`src/rtl/deq_pkg.sv`:
```
// Shared types and constants for the double-ended queue.
package deq_pkg;

    localparam int DEPTH  = 16;
    localparam int WIDTH  = 32;
    localparam int ADDR_W = (DEPTH > 1) ? $clog2(DEPTH) : 1;
    localparam int CNT_W  = $clog2(DEPTH + 1);
    localparam int SUM_W  = CNT_W + 1;

    localparam int REQ_W       = 3;
    localparam int DATA_W      = 32;
    localparam int STAT_W      = 2;
    localparam int COUNT_OUT_W = 5;

    typedef enum logic [REQ_W-1:0] {
        REQ_PUSH_FRONT = 3'd0,
        REQ_PUSH_REAR  = 3'd1,
        REQ_POP_FRONT  = 3'd2,
        REQ_POP_REAR   = 3'd3,
        REQ_PEEK_FRONT = 3'd4,
        REQ_PEEK_REAR  = 3'd5
    } t_req;

    typedef enum logic [STAT_W-1:0] {
        STAT_OK    = 2'd0,
        STAT_EMPTY = 2'd1,
        STAT_FULL  = 2'd2
    } t_status;

    // Result information that travels alongside the RAM read.
    typedef struct packed {
        logic             rd;
        t_status          status;
        logic [CNT_W-1:0] count;
    } t_s1;

endpackage

```
`src/rtl/double_ended_queue.sv`:
```
// A result passes through the stage-one register and then the output register, and
// back-pressure on i_ready can hold it in either before its transaction completes.
// Throughput: one request per cycle unless stage one stalls; each request makes at most
// one access to the single port of the slot RAM; pointer and count update on acceptance.
// Reset clears the front pointer, the element count and the pipeline valid bits;
// slot contents are not cleared and no clearing pass runs.
module double_ended_queue (
    input  logic                             i_clk,
    input  logic                             i_rst_n,
    input  logic                             i_valid,
    output logic                             o_ready,
    input  logic [deq_pkg::REQ_W-1:0]        i_req_type,
    input  logic [deq_pkg::DATA_W-1:0]       i_push_data,
    output logic                             o_valid,
    input  logic                             i_ready,
    output logic [deq_pkg::DATA_W-1:0]       o_out_data,
    output logic [deq_pkg::STAT_W-1:0]       o_status,
    output logic [deq_pkg::COUNT_OUT_W-1:0]  o_count_after
);

    logic                              accept;
    logic                              s1_valid;
    logic                              s1_take;
    deq_pkg::t_s1                      s1;
    logic [deq_pkg::WIDTH-1:0]         rdata;
    logic                              r_out_valid;
    logic [deq_pkg::DATA_W-1:0]        r_out_data;
    logic [deq_pkg::STAT_W-1:0]        r_out_status;
    logic [deq_pkg::COUNT_OUT_W-1:0]   r_out_count;

    assign s1_take = s1_valid & (~r_out_valid | i_ready);
    assign o_ready = ~s1_valid | s1_take;
    assign accept  = i_valid & o_ready;

    deq_ctrl u_ctrl (
        .i_clk       (i_clk),
        .i_rst_n     (i_rst_n),
        .i_accept    (accept),
        .i_req_type  (i_req_type),
        .i_push_data (i_push_data),
        .i_s1_take   (s1_take),
        .o_s1_valid  (s1_valid),
        .o_s1        (s1),
        .o_rdata     (rdata)
    );

    always_ff @(posedge i_clk) begin
        if (!i_rst_n) begin
            r_out_valid <= 1'b0;
        end else if (s1_take) begin
            r_out_valid <= 1'b1;
        end else if (i_ready) begin
            r_out_valid <= 1'b0;
        end
    end

    always_ff @(posedge i_clk) begin
        if (s1_take) begin
            r_out_data   <= s1.rd ? deq_pkg::DATA_W'(rdata) : '0;
            r_out_status <= s1.status;
            r_out_count  <= deq_pkg::COUNT_OUT_W'(s1.count);
        end
    end

    assign o_valid       = r_out_valid;
    assign o_out_data    = r_out_data;
    assign o_status      = r_out_status;
    assign o_count_after = r_out_count;

endmodule

```
`src/rtl/deq_ram.sv`:
```
// Generic single-port RAM with registered read data.
module deq_ram #(
    parameter int W = 32,
    parameter int D = 16
) (
    input  logic                         i_clk,
    input  logic                         i_we,
    input  logic                         i_re,
    input  logic [((D > 1) ? $clog2(D) : 1)-1:0] i_addr,
    input  logic [W-1:0]                 i_wdata,
    output logic [W-1:0]                 o_rdata
);

    logic [W-1:0] r_mem [D];
    logic [W-1:0] r_q;

    always_ff @(posedge i_clk) begin
        if (i_we) begin
            r_mem[i_addr] <= i_wdata;
        end
        if (i_re) begin
            r_q <= r_mem[i_addr];
        end
    end

    assign o_rdata = r_q;

endmodule

```
`src/rtl/deq_ctrl.sv`:
```
// Pointer and count control: decodes a request, drives the slot RAM, and
// registers the result information for the following cycle.
module deq_ctrl (
    input  logic                        i_clk,
    input  logic                        i_rst_n,
    input  logic                        i_accept,
    input  logic [deq_pkg::REQ_W-1:0]   i_req_type,
    input  logic [deq_pkg::DATA_W-1:0]  i_push_data,
    input  logic                        i_s1_take,
    output logic                        o_s1_valid,
    output deq_pkg::t_s1                o_s1,
    output logic [deq_pkg::WIDTH-1:0]   o_rdata
);

    logic [deq_pkg::ADDR_W-1:0] r_front, n_front;
    logic [deq_pkg::CNT_W-1:0]  r_count, n_count;
    logic                       r_s1_valid;
    deq_pkg::t_s1               r_s1, n_s1;

    logic                       full, empty;
    logic [deq_pkg::ADDR_W-1:0] front_m1, front_p1, rear_pos, tail_pos;
    logic [deq_pkg::SUM_W-1:0]  rear_sum, tail_sum;
    logic                       ram_we, ram_re;
    logic [deq_pkg::ADDR_W-1:0] ram_addr;
    deq_pkg::t_req              req;

    assign req   = deq_pkg::t_req'(i_req_type);
    assign full  = (r_count == deq_pkg::CNT_W'(deq_pkg::DEPTH));
    assign empty = (r_count == '0);

    // Ring arithmetic that also holds when DEPTH is not a power of two.
    assign front_m1 = (r_front == '0) ? deq_pkg::ADDR_W'(deq_pkg::DEPTH - 1)
                                      : r_front - 1'b1;
    assign front_p1 = (r_front == deq_pkg::ADDR_W'(deq_pkg::DEPTH - 1)) ? '0
                                      : r_front + 1'b1;

    assign rear_sum = deq_pkg::SUM_W'(r_front) + deq_pkg::SUM_W'(r_count);
    assign tail_sum = rear_sum - 1'b1;
    assign rear_pos = (rear_sum >= deq_pkg::SUM_W'(deq_pkg::DEPTH))
                    ? deq_pkg::ADDR_W'(rear_sum - deq_pkg::SUM_W'(deq_pkg::DEPTH))
                    : deq_pkg::ADDR_W'(rear_sum);
    assign tail_pos = (tail_sum >= deq_pkg::SUM_W'(deq_pkg::DEPTH))
                    ? deq_pkg::ADDR_W'(tail_sum - deq_pkg::SUM_W'(deq_pkg::DEPTH))
                    : deq_pkg::ADDR_W'(tail_sum);

    always_comb begin
        n_front     = r_front;
        n_count     = r_count;
        ram_we      = 1'b0;
        ram_re      = 1'b0;
        ram_addr    = r_front;
        n_s1.rd     = 1'b0;
        n_s1.status = deq_pkg::STAT_OK;
        unique case (req) inside
            deq_pkg::REQ_PUSH_FRONT: begin
                if (full) begin
                    n_s1.status = deq_pkg::STAT_FULL;
                end else begin
                    ram_we   = 1'b1;
                    ram_addr = front_m1;
                    n_front  = front_m1;
                    n_count  = r_count + 1'b1;
                end
            end
            deq_pkg::REQ_PUSH_REAR: begin
                if (full) begin
                    n_s1.status = deq_pkg::STAT_FULL;
                end else begin
                    ram_we   = 1'b1;
                    ram_addr = rear_pos;
                    n_count  = r_count + 1'b1;
                end
            end
            deq_pkg::REQ_POP_FRONT, deq_pkg::REQ_PEEK_FRONT: begin
                if (empty) begin
                    n_s1.status = deq_pkg::STAT_EMPTY;
                end else begin
                    ram_re   = 1'b1;
                    n_s1.rd  = 1'b1;
                    ram_addr = r_front;
                    if (req == deq_pkg::REQ_POP_FRONT) begin
                        n_front = front_p1;
                        n_count = r_count - 1'b1;
                    end
                end
            end
            deq_pkg::REQ_POP_REAR, deq_pkg::REQ_PEEK_REAR: begin
                if (empty) begin
                    n_s1.status = deq_pkg::STAT_EMPTY;
                end else begin
                    ram_re   = 1'b1;
                    n_s1.rd  = 1'b1;
                    ram_addr = tail_pos;
                    if (req == deq_pkg::REQ_POP_REAR) begin
                        n_count = r_count - 1'b1;
                    end
                end
            end
            default: begin
                // Undefined request codes leave the state alone.
            end
        endcase
        n_s1.count = n_count;
    end

    always_ff @(posedge i_clk) begin
        if (!i_rst_n) begin
            r_front    <= '0;
            r_count    <= '0;
            r_s1_valid <= 1'b0;
        end else if (i_accept) begin
            r_front    <= n_front;
            r_count    <= n_count;
            r_s1_valid <= 1'b1;
        end else if (i_s1_take) begin
            r_s1_valid <= 1'b0;
        end
    end

    always_ff @(posedge i_clk) begin
        if (i_accept) begin
            r_s1 <= n_s1;
        end
    end

    // At most one access per transaction, so the single port never conflicts.
    // Read data holds while stage one is stalled because no new read issues.
    deq_ram #(
        .W(deq_pkg::WIDTH),
        .D(deq_pkg::DEPTH)
    ) u_ram (
        .i_clk   (i_clk),
        .i_we    (i_accept & ram_we),
        .i_re    (i_accept & ram_re),
        .i_addr  (ram_addr),
        .i_wdata (deq_pkg::WIDTH'(i_push_data)),
        .o_rdata (o_rdata)
    );

    assign o_s1_valid = r_s1_valid;
    assign o_s1       = r_s1;

endmodule
```
`config.mk`:
```
export PLATFORM = sky130hd
export DESIGN_NAME = double_ended_queue
export DESIGN_NICKNAME = d
export VERILOG_FILES = /design/src/rtl/deq_pkg.sv /design/src/rtl/double_ended_queue.sv /design/src/rtl/deq_ram.sv /design/src/rtl/deq_ctrl.sv
export SDC_FILE = /design/constraint.sdc
export NUM_CORES = 1
export LEC_CHECK = 0
export BUFFER_PORTS_ARGS = -buffer_cell sky130_fd_sc_hd__buf_2
export CORE_MARGIN = 4
export CORE_UTILIZATION = 50
export DETAILED_ROUTE_END_ITERATION = 12
export PLACE_DENSITY = 0.66
export SETUP_SLACK_MARGIN = 0.05
export SYNTH_ARGS = -nofsm -noshare
export SYNTH_HDL_FRONTEND = slang
export SYNTH_SLANG_ARGS = --single-unit
```
`constraint.sdc`:
```
create_clock -name i_clk -period 6.7 [get_ports i_clk]
set_input_delay 0 -clock i_clk [delete_from_list [all_inputs] [get_ports i_clk]]
set_output_delay 0 -clock i_clk [all_outputs]
set_load 0.005 [all_outputs]
```
* Word-level counts from Yosys, hierarchy flattened
Memory sizes are Yosys's and may differ from the RTL's. A register that Yosys moved wholly into a read port is not among the register bits.
Index checks and enable logic that the tools add are counted.
** Storage, ports and cells
- Memory bits (writable) :: 512
- Word-level logic and storage cells :: 79
- Memories kept :: 1
- Input port bits :: 39
- Output and inout bits :: 41
- Register bits after elaboration :: 58
** Operators by class
- $add $sub $neg :: 8
- Reduce and logical (&&, ||, !) cells :: 11
- Equal/unequal tests :: 9
- Muxes and demuxes :: 30
- Bitwise operators :: 8
- Magnitude comparators :: 2
** Memories
- u_ctrl.u_ram.r_mem :: words 16, width 32, read ports 1, clocked after memory_dff 1, wr ports 1, line deq_ram.sv:14 : logic [W-1:0] r_mem [D];
** Operators with widths (number)
- $mux W4 :: 9
- $mux W5 :: 5
- $pmux W5 S3 :: 1
- $ge A6 B5 Y1 const B :: 2
- $pmux W4 S3 :: 1
- $sub A4 B1 Y4 const B :: 3
- $mux W1 :: 11
- $pmux W4 S2 :: 1
- $add A4 B5 Y6 :: 1
- $eq A3 B2 Y1 const B :: 2
- $eq A3 B3 Y1 const B :: 2
- $reduce_bool A2 Y1 :: 3
- $reduce_or A2 Y1 :: 3
- $sub A6 B1 Y6 const B :: 1
- $add A5 B1 Y5 const B :: 1
- $eq A5 B5 Y1 const B :: 1
- $logic_not A5 Y1 :: 1
- $sub A5 B1 Y5 const B :: 1
- $add A4 B1 Y4 const B :: 1
- $and A1 B1 Y1 :: 4
- $eq A4 B4 Y1 const B :: 1
- $logic_not A4 Y1 :: 1
- $pmux W2 S2 :: 1
- $reduce_and A4 Y1 :: 1
- other kinds (8) :: 10

* Depth between registers and ports, before layout
- Depth after elaboration :: 8
- Depth in mapped cells :: 14
- Mapped depth without buffers :: 11

* Hierarchy
Synthesis repeated with hierarchy kept, for this count alone.
** Unflattened totals
- Cell total of the unflattened synthesis :: 1113
- Area, all modules :: 23288.6 um2
** By module, submodules not included
- deq_ram :: area each 20183.1 um2, instances 1, cells an instance 840
- deq_ctrl :: area each 1625.3 um2, instances 1, cells an instance 193
- double_ended_queue :: area each 1480.2 um2, instances 1, cells an instance 80

* Worst setup path after synthesis
No wires, ideal clock.
- Path type :: register to register
- Start :: reg u_ctrl.r_count[0] in the netlist's numbering
- End :: mem u_ctrl.u_ram.r_mem[5][0] (enable)
- Arrival time :: 3.856 ns
- Stages on the path, launching flop included :: 13
- Path buffers :: 2
- Path slack :: 2.423 ns
- Clock period less this slack :: 4.277 ns
- Cell sequence :: dfxtp_1 ha_1 fa_1 xor2_1 nor3_1 xnor2_1 xnor2_1 a31oi_1 o22ai_2 buf_4 buf_2 nand2_1 nor2_1
** Between the ends
- Word-level cells in the longest chain between the ends :: 6
** RTL lines
- start, declared :: line deq_ctrl.sv:16 : logic [deq_pkg::CNT_W-1:0] r_count, n_count;
- start signal, assigned :: line deq_ctrl.sv:113 : r_count <= n_count;
- $add A4 B5 Y6 / $eq A5 B5 Y1 (equally long branches) :: line deq_ctrl.sv:37, deq_ctrl.sv:28
- $sub A6 B1 Y6 / $mux W1 (equally long branches) :: line deq_ctrl.sv:38, deq_ctrl.sv:56, deq_ctrl.sv:66
- $ge A6 B5 Y1 (tied with other cells) :: line deq_ctrl.sv:42 : assign tail_pos = (tail_sum >= deq_pkg::SUM_W'(deq_pkg::DEPTH))
- $mux W4 / $and A1 B1 Y1 (equally long branches) :: line deq_ctrl.sv:43, deq_ctrl.sv:133
- $mux W4 / $mux W1 (equally long branches) :: line deq_ctrl.sv:88, deq_ram.sv:18
- $pmux W4 S3 / $mux W1 (equally long branches) :: line deq_ctrl.sv:54, deq_ram.sv:19
- end, declared :: line deq_ram.sv:14
Parallel ways exist; a longest one is shown, timed or not.

* Final worst setup path
- Start :: reg u_ctrl.r_front[0] in the netlist's numbering
- End :: reg u_ctrl.u_ram.r_q[25] (netlist: u_ctrl.u_ram.o_rdata[25]) (read register of u_ctrl.u_ram.r_mem) (data pin)
** Between the ends
- Word-level cells in the longest chain between the ends :: 6
** RTL lines
- start, declared :: line deq_ctrl.sv:15 : logic [deq_pkg::ADDR_W-1:0] r_front, n_front;
- start signal, assigned :: line deq_ctrl.sv:112 : r_front <= n_front;
- $add A4 B5 Y6 :: line deq_ctrl.sv:37 : assign rear_sum = deq_pkg::SUM_W'(r_front) + deq_pkg::SUM_W'(r_count);
- $sub A6 B1 Y6 :: line deq_ctrl.sv:38 : assign tail_sum = rear_sum - 1'b1;
- $ge A6 B5 Y1 / $sub A4 B1 Y4 (equally long branches) :: line deq_ctrl.sv:42, deq_ctrl.sv:43
- $mux W4 :: line deq_ctrl.sv:43 : ? deq_pkg::ADDR_W'(tail_sum - deq_pkg::SUM_W'(deq_pkg::DEPTH))
- $mux W4 :: line deq_ctrl.sv:88 : if (empty) begin
- $pmux W4 S3 * :: line deq_ctrl.sv:54 : unique case (req) inside
- end, declared :: line deq_ram.sv:15 : logic [W-1:0] r_q;
Mark *: on every way between the ends. The rest lies on a longest branch, timed or not.
A chain may end at the register's enable or synchronous reset.

==> flow_metrics.tcl <==
set metrics [dict create \
    synth-seq-cells 602 \
    area_growth_pct 14.24 \
    wirelength_mm 49.75 \
    cts_sinks 602 \
    num-nets-final 1561 \
    synth_edf_count 591 \
    start_util_pct 51.06 \
    via_count 12070 \
    clk_pin_slew_ns 0.07 \
    tightest_slew_ns 1.134 \
    min_from "i_req_type[1]" \
    hold_viol_final 0 \
    avgSynthCellArea_um2 17.92 \
    finalCriticalPeriod_ns 4.706 \
    setup-violations-final 0 \
    ys.flop_type "edfxtp_1" \
    gp_congestion 0.8462 \
    die_x_um 229.7 \
    grt_use_total_pct 18.60 \
    place.port_buffers 79 \
    fmax_mhz 212.5 \
    clk_latency_ns 0.61 \
    layout_commonest_cell "edfxtp_1" \
    status "complete, no violations" \
    grt_pass1_vias 12310 \
    syn-num-nets 1421 \
    reg2reg_slack_ns 1.99 \
    synth.distinct_cells 49 \
    netlist_instances 1372 \
    htree_levels 2 \
    pin_count 80 \
    cap_violations 0 \
    drtAntennaViolNets 0 \
    path_max_fanout 64 \
    crit_type "flip-flop to flip-flop" \
    firstDrtPassIters 5 \
    grt_pass1_wl_mm 75.41 \
    max-slew-margin-rel_pct 24.38 \
    hold_class "primary input to flip-flop" \
    async_reset_ff_share_pct 0 \
    layout_common_cells "edfxtp_1, mux2i_1, buf_2" \
    yosysWarningCount 0 \
    end_kind "flip-flop" \
    r2r-end "u_ctrl.u_ram.o_rdata[25]$_DFFE_PP_" \
    synth_area_leaders "edfxtp_1, mux2i_1, buf_6" \
    drv_slew 0 \
    ir_drop_uv 185.5 \
    std_cell_rows 80 \
    num_antenna_cells 0 \
    numCtsBuffers 60 \
    arrival_ns 5.02 \
    cp-start-kind "flip-flop" \
    hold-path-endpoint "u_ctrl.o_s1[4]$_DFFE_PP_" \
    postCtsSetupBuffers 0 \
    grt_max_degree 129 \
    reg2reg_depth 12 \
    netlist_area_um2 24580 \
    synth.top_cell.area_share_pct 72.20 \
    timing.rr.start "u_ctrl.r_front[0]$_SDFFE_PN0P_" \
    holdPathStages 3 \
    viasPerCell 5.450 \
    drive_gt1_share_pct 14.11 \
    p_total_mw 8.662 \
    fin_crit_sh_pct 70.23 \
    worst_slack_ns 1.994 \
    cts_root_buf "clkbuf_16" \
    clk_path_buf_depth 3 \
    die_y_um 229.7 \
    wl_per_cell_um 22.46 \
    antenna_found_initial 1 \
    core_area_um2 48150 \
    rsz0062_at_grt "no" \
    yosys.area.top_type "edfxtp_1" \
    first_iter_violations 802 \
    tns_ns 0 \
    cp.required_ns 7.01 \
    drcViolationCount 0 \
    seq_area_frac_synth_pct 73.09 \
    dieArea_um2 52770 \
    finClkSkew_ns 0.01313 \
    grt_overflow 0 \
    hpwl_mm 26.99 \
    leakage_nw 11.22 \
    cellPowerDensity_nw_per_um2 308.4 \
    tritoncts "yes" \
    dp_slack_ns 2.034 \
    nFillCells 3576 \
]
==> per-stage QoR <==
stage          cell area, um^2  hold WS (ns)  utilization (%)  std cells
6_report                 28080       0.06774            58.33       2215
5_1_grt                  28080       0.08760            58.33       2215
4_1_cts                  28080       0.01953            58.33       2215
3_5_place_dp             25690        0.2390            53.37       2067
3_3_place_gp             25690        0.2257            53.37       2067
2_1_floorplan            24580       0.09887                -       1372
==> Yosys cell counts (2+ instances only) <==
cell type / instances
inv_1: 12
edfxtp_1: 591
buf_8: 2
buf_4: 7
nor2b_1: 5
nor3_1: 10
o21ai_1: 2
mux2i_1: 482
nor4_1: 2
a31oi_1: 5
buf_6: 22
xnor2_1: 5
o21a_1: 3
ha_1: 9
nand3_1: 4
nand2b_1: 5
o211ai_1: 3
and2_1: 32
a21oi_1: 17
nand4_1: 3
nor2_1: 48
or3_1: 2
a311oi_1: 2
clkbuf_1: 11
xor2_1: 4
nand2_1: 14
buf_2: 26
dfxtp_1: 11
o21ai_0: 13
==> timing repair <==
item                                   in CTS  in global routing
hold buffers                               39                  0
resized for setup                           0                  0
endpoints found under the hold margin     525                  0
==> sequential cells by signal, indices dropped and copies added, names as in the netlist <==
name,cells
u_ctrl.u_ram.r_mem,512
o_out_data,32
u_ctrl.u_ram.o_rdata,32
u_ctrl.o_s1,8
o_count_after,5
u_ctrl.r_count,5
u_ctrl.r_front,4
o_status,2
o_valid,1
u_ctrl.o_s1_valid,1
==> metal layers <==
layer / GRT usage (%) / part of all wire [%] / vias to the layer above
li1: - / - / 5625
met1: 25.51 / 44 / 6113
met2: 31.81 / 50 / 262
met3: 2.562 / 4.4 / 72
met4: 4.669 / 1.9 / 0
met5: 0 / 0 / -
==> worst max-delay path by stage <==
stage	start	slack, ns	to
4_1_cts	u_ctrl.r_front[0]$_SDFFE_PN0P_	1.97	u_ctrl.u_ram.o_rdata[25]$_DFFE_PP_
3_5_place_dp	u_ctrl.r_front[0]$_SDFFE_PN0P_	2.03	u_ctrl.u_ram.r_mem[0][9]$_DFFE_PP_
3_3_place_gp	u_ctrl.r_front[0]$_SDFFE_PN0P_	2.04	u_ctrl.u_ram.o_rdata[23]$_DFFE_PP_
6_report	u_ctrl.r_front[0]$_SDFFE_PN0P_	1.99	u_ctrl.u_ram.o_rdata[25]$_DFFE_PP_
5_1_grt	u_ctrl.r_front[0]$_SDFFE_PN0P_	1.75	u_ctrl.u_ram.o_rdata[25]$_DFFE_PP_
2_1_floorplan	u_ctrl.r_count[0]$_SDFFE_PN0P_	2.42	u_ctrl.u_ram.r_mem[5][0]$_DFFE_PP_
==> power by group <==
part | switching (mW) | total (mW) | internal (mW)
clock network | 1.37 | 3.38 | 2.01
registers | 0.0243 | 4.26 | 4.23
logic | 0.589 | 1.02 | 0.435
total | 1.99 | 8.66 | 6.67
==> kinds of logic (layout without fill, tap and decap cells) <==
logic type	count (synthesis)	after routing	synth area share, %
buffers and inverters	81	268	2.240
adders and majority gates	10	10	0.5396
xor gates and xnor gates	9	9	0.3207
DFF	602	602	73.09
AOI/OAI and AO/OA	55	55	1.400
and+or+nand+nor	133	133	2.779
muxes	482	482	19.63
==> critical path, stage by stage (launching register included) <==
cell     delay, ns
dfxtp_1       0.42
ha_1          0.27
fa_1          0.54
inv_1         0.06
ha_1          0.20
xnor2_1       0.16
mux2i_1       0.13
o21ai_4       0.76
buf_4         0.99
mux2i_1       0.35
mux2i_1       0.13
mux2i_1       0.21
mux2i_1       0.13
==> final cells by class <==
cell class	instances	area, um^2	area share [%]
Sequential cell	602	17970	63.98
Multi-Input combinational cell	689	6222	22.16
Clock buffer	69	1556	5.543
Timing Repair Buffer	147	1028	3.662
Tap cell	656	820.8	2.923
Clock inverter	40	441.7	1.573
Inverter	12	45.04	0.1604
(Power assumes the default switching activity.)
